===== config.mk =====
export PLATFORM = sky130hd
export DESIGN_NAME = tcce_front
export DESIGN_NICKNAME = d
export VERILOG_FILES = /design/src/rtl/core/tcce_pkg.sv /design/src/rtl/core/tcce_front.sv
export SDC_FILE = /design/constraint.sdc
export NUM_CORES = 1
export LEC_CHECK = 0
export BUFFER_PORTS_ARGS = -buffer_cell sky130_fd_sc_hd__clkbuf_2
export CORE_AREA = 2 2 90 92
export DETAILED_ROUTE_END_ITERATION = 6
export DIE_AREA = 0 0 92 94
export HOLD_SLACK_MARGIN = 0.05
export PLACE_DENSITY = 0.73
export SLEW_MARGIN = 20
export SYNTH_ARGS = -nofsm -noshare
export SYNTH_HDL_FRONTEND = slang
export SYNTH_SLANG_ARGS = --single-unit
export TNS_END_PERCENT = 5

===== constraint.sdc =====
create_clock -name clock -period 1.93 [get_ports clock]
set_clock_uncertainty 0.2 [all_clocks]
set_input_delay 0.386 -clock clock [delete_from_list [all_inputs] [get_ports clock]]
set_output_delay 0.386 -clock clock [all_outputs]
set_load 0.02 [all_outputs]

===== src/rtl/core/tcce_pkg.sv =====
// Shared types, constants and cell-position helpers for the text console cell engine.
// Used by every module under rtl/core; depends on nothing else.
`timescale 1ns / 1ps
`default_nettype none
package tcce_pkg;

   localparam int MAX_COLS_DEF        = 128;
   localparam int MAX_ROWS_DEF        = 64;
   localparam int WRITE_COL_LIMIT_DEF = 80;
   localparam int DEF_COLUMNS         = 80;
   localparam int DEF_ROWS            = 25;

   localparam logic [7:0] CH_NEWLINE = 8'h0A;
   localparam logic [7:0] CH_FIRST   = 8'h20;
   localparam logic [7:0] CH_LAST    = 8'h7E;

   localparam logic [2:0] OP_PRINT  = 3'd0;
   localparam logic [2:0] OP_SET    = 3'd1;
   localparam logic [2:0] OP_DELETE = 3'd2;
   localparam logic [2:0] OP_READ   = 3'd3;
   localparam logic [2:0] OP_CLEAR  = 3'd4;

   localparam logic [2:0] CMD_PRINT  = 3'd0;
   localparam logic [2:0] CMD_SET    = 3'd1;
   localparam logic [2:0] CMD_DELETE = 3'd2;
   localparam logic [2:0] CMD_READ   = 3'd3;
   localparam logic [2:0] CMD_CLEAR  = 3'd4;
   localparam logic [2:0] CMD_NOP    = 3'd5;

   localparam int          CSR_AW      = 3;
   localparam logic        CSR_COLUMNS = 1'b0;
   localparam logic        CSR_ROWS    = 1'b1;

   typedef struct packed {
      logic [2:0]  operation;
      logic [7:0]  ch;
      logic [7:0]  colour;
      logic [6:0]  col;
      logic [15:0] row;
   } req_type;

   typedef struct packed {
      logic [6:0]  cursor_col;
      logic [15:0] cursor_row;
      logic [15:0] scroll_offset;
      logic [6:0]  dirty_start_col;
      logic [15:0] dirty_start_row;
      logic [6:0]  dirty_end_col;
      logic [15:0] dirty_end_row;
      logic        repaint;
      logic [15:0] cell_value;
   } rsp_type;

   typedef struct packed {
      logic [2:0]  kind;
      logic        printable;
      logic        newline;
      logic [7:0]  ch;
      logic [7:0]  colour;
      logic [6:0]  col;
      logic [15:0] row;
   } cmd_type;

   typedef struct packed {
      logic [15:0] r;
      logic [6:0]  c;
   } pt_type;

   typedef struct packed {
      pt_type s;
      pt_type e;
   } span_type;

   function automatic pt_type pt_next(input pt_type p, input logic [7:0] columns);
      pt_type q;
      if ((8'(p.c) + 8'd1) >= columns) begin
         q.c = 7'd0;
         q.r = p.r + 16'd1;
      end else begin
         q.c = p.c + 7'd1;
         q.r = p.r;
      end
      return q;
   endfunction

   function automatic logic pt_lt(input pt_type p, input pt_type q);
      if (p.r == q.r) return p.c < q.c;
      return p.r < q.r;
   endfunction

   // Grow the dirty span out to one cell; an empty span becomes that cell alone.
   function automatic span_type span_add(input span_type sp, input pt_type p,
                                         input logic [7:0] columns);
      span_type o;
      o = sp;
      if (sp.s == sp.e) begin
         o.s = p;
         o.e = pt_next(p, columns);
      end else if (pt_lt(p, sp.s)) begin
         o.s = p;
      end else if (pt_lt(sp.e, p)) begin
         o.e = p;
      end
      return o;
   endfunction

endpackage
`default_nettype wire


===== src/rtl/core/tcce_front.sv =====
// Front end: accepts requests, classifies them into commands and holds them in a
// two-entry queue for the back end. Depends on tcce_pkg.
`timescale 1ns / 1ps
`default_nettype none
module tcce_front (
   input  wire                clock,
   input  wire                reset,
   input  wire                req_valid,
   output logic               req_ready,
   input  tcce_pkg::req_type  req_payload,
   output logic               cmd_valid,
   input  wire                cmd_pop,
   output tcce_pkg::cmd_type  cmd
);
   import tcce_pkg::*;

   cmd_type    slot_ff [2];
   logic       wr_ptr_ff, wr_ptr_in;
   logic       rd_ptr_ff, rd_ptr_in;
   logic [1:0] count_ff, count_in;
   cmd_type    cls;
   logic       push;

   always_comb begin
      cls.printable = (req_payload.ch >= CH_FIRST) && (req_payload.ch <= CH_LAST);
      cls.newline   = (req_payload.ch == CH_NEWLINE);
      cls.ch        = req_payload.ch;
      cls.colour    = req_payload.colour;
      cls.col       = req_payload.col;
      cls.row       = req_payload.row;
      unique case (req_payload.operation)
         OP_PRINT:  cls.kind = CMD_PRINT;
         OP_SET:    cls.kind = CMD_SET;
         OP_DELETE: cls.kind = CMD_DELETE;
         OP_READ:   cls.kind = CMD_READ;
         OP_CLEAR:  cls.kind = CMD_CLEAR;
         default:   cls.kind = CMD_NOP;
      endcase
   end

   assign req_ready = (count_ff != 2'd2);
   assign push      = req_valid && req_ready;
   assign cmd_valid = (count_ff != 2'd0);
   assign cmd       = slot_ff[rd_ptr_ff];

   always_comb begin
      wr_ptr_in = push    ? ~wr_ptr_ff : wr_ptr_ff;
      rd_ptr_in = cmd_pop ? ~rd_ptr_ff : rd_ptr_ff;
      count_in  = count_ff + 2'(push) - 2'(cmd_pop);
   end

   always_ff @(posedge clock) begin
      if (reset) begin
         wr_ptr_ff <= 1'b0;
         rd_ptr_ff <= 1'b0;
         count_ff  <= 2'd0;
      end else begin
         wr_ptr_ff <= wr_ptr_in;
         rd_ptr_ff <= rd_ptr_in;
         count_ff  <= count_in;
      end
   end

   always_ff @(posedge clock) begin
      if (push) slot_ff[wr_ptr_ff] <= cls;
   end

endmodule
`default_nettype wire


### After elaboration in Yosys (flattened, before gate mapping)

Memories as Yosys holds them, arrays and structs flattened. A register that Yosys moved wholly into a read port is not among the register bits.
Cells that the tools add are included.

* register bits: 4
* bits in latches: 0
* bits in writable memories: 88
* bits in read-only memories: 0
* bits of input ports: 46
* output and inout port bits: 46
* logic and storage cells: 25
* memories kept: 1

* $add $sub $neg: 2
* $mul: 0
* div/mod/pow operators: 0
* order comparisons: 2
* equal/unequal tests: 6
* shifts and indexed selects: 0
* muxes and demuxes: 5
* bitwise logic cells: 2
* reduce and logical (&&, ||, !) cells: 4

Memories
* slot_ff: words 2, bits a word 44, rd ports 1, clocked after memory_dff 1, wr ports 1, RTL line tcce_front.sv:17 `cmd_type slot_ff [2];`

Operators with widths (count)
* 3-bit one-hot mux with 5 select lines: 1
* 8-bit by 4-bit equality test with 1-bit output (second input constant): 1
* 8-bit by 6-bit >= comparator with 1-bit output (second input constant): 1
* 8-bit by 7-bit less-or-equal comparator with 1-bit output (second input constant): 1
* 3-bit by 2-bit equality test with 1-bit output (second input constant): 2
* 1-bit 2-to-1 mux: 4
* 3-bit by 1-bit equality test with 1-bit output (second input constant): 1
* 3-bit equality test (second input constant): 1
* 3-bit zero test: 1
* 2-bit by 1-bit adder with 2-bit output: 1
* 1-bit logical AND: 2
* 2-bit != test (second input constant): 1
* 1-bit NOT: 2
* 2-bit nonzero test: 1
* 2-bit by 1-bit subtractor with 2-bit output: 1

### Longest topological paths before layout

* word-level depth: 4
* mapped depth: 7
* mapped depth without buffers: 7

### Worst setup path before layout

OpenSTA, ideal clock, no wires.

* kind: reg2reg
* from: register count_ff[0]
* to: memory slot_ff[0][0] in the netlist's numbering (enable)
* library setup time: 0.398 ns
* arrival: 1.640 ns
* data required time: 1.332 ns
* path slack: -0.308 ns
* stages on the path, launching flop included: 4
* buffers on the path: 0
* cells stage by stage: dfxtp_1 -> nand2b_1 -> nand3b_1 -> inv_1

* cells in the longest elaborated chain, start to end: 4

RTL lines
* start: declaration: RTL line tcce_front.sv:20 `logic [1:0] count_ff, count_in;`
* start signal: assignment: RTL line tcce_front.sv:60 `count_ff <= count_in;`
* 2-bit != test: RTL line tcce_front.sv:41 `assign req_ready = (count_ff != 2'd2);`
* via req_ready: RTL line tcce_front.sv:9 `output logic req_ready,`
* 1-bit logical AND: RTL line tcce_front.sv:42 `assign push = req_valid && req_ready;`
* 1-bit 2-to-1 mux: RTL line tcce_front.sv:65 `if (push) slot_ff[wr_ptr_ff] <= cls;`
* 1-bit 2-to-1 mux (not written as such): RTL line tcce_front.sv:65
* end: declaration: RTL line tcce_front.sv:17

The timed path passes the listed nets, and every way through them passes these cells.

==> results.md <==
- Status: finished with violations
- Violated checks: setup timing
- Period Utilization, post-route: 107%
- Area Growth Syn to Fin: 38.7%
- Worst Hold Depth: 1
- Placed Cells: approximately 370
- Area after DPL: between 0.004 and 0.005 mm2
- Clock period minus worst slack: around 2.1 ns
- CTS tree: built
- CP peak stage delay: 0.45 ns
- Min-Delay Path Class: in -> reg
- CP Max Fanout: 11
- Hold path endpoint: slot_ff[1][36]
- Slowest CP cell: dfxtp_4
- R2R setup slack: ~0.14 ns
- Vias per std cell: approximately 4.8
- Slew headroom: 81.5%
- Worst Hold Launch: req_payload[36]
- Clock Pin Slew Worst Setup and Hold Paths: around 0.090 ns
- Hold violation count in the final report: 0
- Row cnt: 32
- CTS buffer count: 9
- Drc violations: 0
- Net switching power: ~1200 uW
- Vias in the first global route: between 2000 and 2500
- Pwr per Cell Area: ~1000 mW/mm2
- Die width: ~90 um
- Slew @ Worst Pin: 0.277 ns
- Initial Util: 45.7%
- Mapped Nets: 222
- Die area: between 0.008 and 0.009 mm2
- 1st-iter DRT viols: 79
- Clock latency on the worst-skew pair: between 0.3 and 0.4 ns
- Tot Pwr: between 4000 and 5000 uW
- Routed wire per std cell: ~16 um
- Antenna violations before repair: 0
- GRT Overall Usage: roughly 15%
- Sw Share: between 20 and 30%
- Crit end category: output port
- Seq/Total Area, Yosys: 78.8%
- EDFF count, synth: 88
- H-tree depth: 3
- Logic pwr share: roughly 18%
- Reg-to-Reg Start: count_ff[0]
- Mapped Area: approximately 0.0035 mm2
- Yosys warns: 0
- Cell Count, Final, Fillers Out: around 420
- Gp weighted congestion: ~0.73
- Nets: around 360
- Mean post-synth cell area: between 15 and 20 um2
- Synth Register Bits: between 90 and 100
- Fin util: approximately 63%
- Vias: 2035
- Share of cells above drive strength 1: 48.3%
- Post-Synthesis Cells: 175
- FFs w/ async S/R, synth: 0%
- First-pass GRT wire length: between 9 and 10 mm
- Final Max Slew Viols: 0
- Synth unique cells: 29
- Post-route ant nets: 0
- Core area: 0.00761 mm2
- Cells on worst reg2reg path: 6
- Fmax: between 400 and 500 MHz
- Die Height: ~94 um
- Reg-to-Reg End: count_ff[1]
- CTS Sinks: 93
- IO Port Bufs: 91
- WL final: about 6.6 mm
- Final setup vio count: 44
- Critical Path Source Type: flop
- RSZ-0062 raised after global routing: yes
- Pleak: roughly 0.0018 uW
- Most common flop cell mapped by yosys: edfxtp_1
- Clk root buf: clkbuf_8
- CP Cell Sequence: buf_12 -> mux2_2 -> buf_4
- Cell area after layout: slightly below 0.005 mm2
- Ports: a little over 90
- Seq pwr share: 52.0%
- Clk buf depth: 2
- Crit Path Category: reg -> out
- Worst Path Arrival: between 1 and 1.5 ns
- Setup TNS: -5.14 ns
- Fin worst setup slack: -0.133 ns
- DP HPWL: around 3.7 mm
- Pre-antenna DRT Iters: 4
- Antenna cells: 0
- Clock network power share: approximately 30%
- Post-CTS setup buffers: 0
- Worst vdd ir: ~0.00057 V
- Int Pwr: between 3000 and 4000 uW
- Max-Cap Viols: 0
- GRT overflow: 0
- Largest net degree at the start of global routing: 37
- CP Data Required Time: ~1.3 ns
## worst max-delay path: cells and delay by family (launching register included)
kind	cells	cell delay (ns)
buf+inv	2	0.33
flops	1	0.45
mux	1	0.35
## power groups by stage
stage / logic [uW] / clock network (uW) / registers, uW
after CTS: 844 / 1430 / 2460
after global placement: 746 / 0 / 2490
final: 865 / 1400 / 2460
after global routing: 929 / 1510 / 2480
after detailed placement: 755 / 0 / 2500
after floorplan: 472 / 0 / 2490
## registers in the layout (all words and copies together), names as in the netlist, named ones only
name       count
slot_ff       88
rd_ptr_ff      1
count_ff       2
wr_ptr_ff      1
## per-stage QoR
step           worst slack, ns  hold slack (ns)
2_1_floorplan           0.0418            0.255
3_3_place_gp             0.125            0.301
3_5_place_dp            0.0778            0.308
4_1_cts                 -0.157           0.0515
5_1_grt                 -0.188           0.0536
6_report                -0.133           0.0645
## synthesized netlist by cell type, drive strengths merged (2+ instances only)
cell type  instances  area share (%)
inv                3            0.32
buf                5            0.72
edfxtp            88              76
nor2               4            0.43
xnor2              2            0.50
dfxtp              5             2.9
nand4b             2            0.50
mux2              44              14
nand2b             2            0.36
nor2b              2            0.36
## metal layers
metal / GRT usage (%) / routed length (um) / vias up
met5: 0 / 0 / -
met4: 7.21 / 125 / 0
met3: 3.53 / 251 / 12
met2: 27.5 / 3530 / 54
met1: 17.4 / 2710 / 995
li1: - / - / 974
## area by class of cell
class                   count  area [um2]
inverters                   3        15.0
clock inverters             7        98.8
clock buffers               9         124
fillers                   593        2780
well taps                 102         128
flip-flops and latches     93        2750
multi-input cells          73         713
repair buffers            136         998
## cell usage in the layout, fill, tap and decap left out, drive strengths merged, types with 3 or more instances in the layout
master / instances
edfxtp: 88
clkbuf: 70
mux2: 44
buf: 39
dlygate4sd3: 36
dfxtp: 5
nor2: 4
inv: 3
clkinv: 3
## how the worst max path moves through the flow
stage                      startpoint             to  slack [ns]  cells past startpoint
after detailed placement    req_valid    count_ff[1]        0.08                      6
final                            flop         cmd[2]       -0.13                      3
after global routing             flop        cmd[31]       -0.19                      3
after CTS                        flop        cmd[19]       -0.16                      3
after global placement      req_valid    count_ff[1]        0.12                      6
after floorplan           count_ff[1]  slot_ff[0][0]        0.04                      3
## logic make-up (layout without fill, tap and decap cells)
family / Yosys count / count (layout) / synth area share [%]
fa+ha+maj: 1 / 1 / 0.360
xor+xnor: 2 / 2 / 0.504
mux: 44 / 44 / 14.2
buf+inv: 9 / 155 / 1.15
compound gates: 5 / 5 / 1.12
flops: 93 / 93 / 78.8
simple gates: 21 / 21 / 3.78
## repair_timing
item                       4_1_cts  5_1_grt
hold buffers                    35        1
cloned                           2        2
setup endpoints to repair       44       45
pin swaps                        0        0
hold endpoints to repair        70        2
gates resized for setup          3       42
Note: power is estimated with default switching activity, not from simulation.
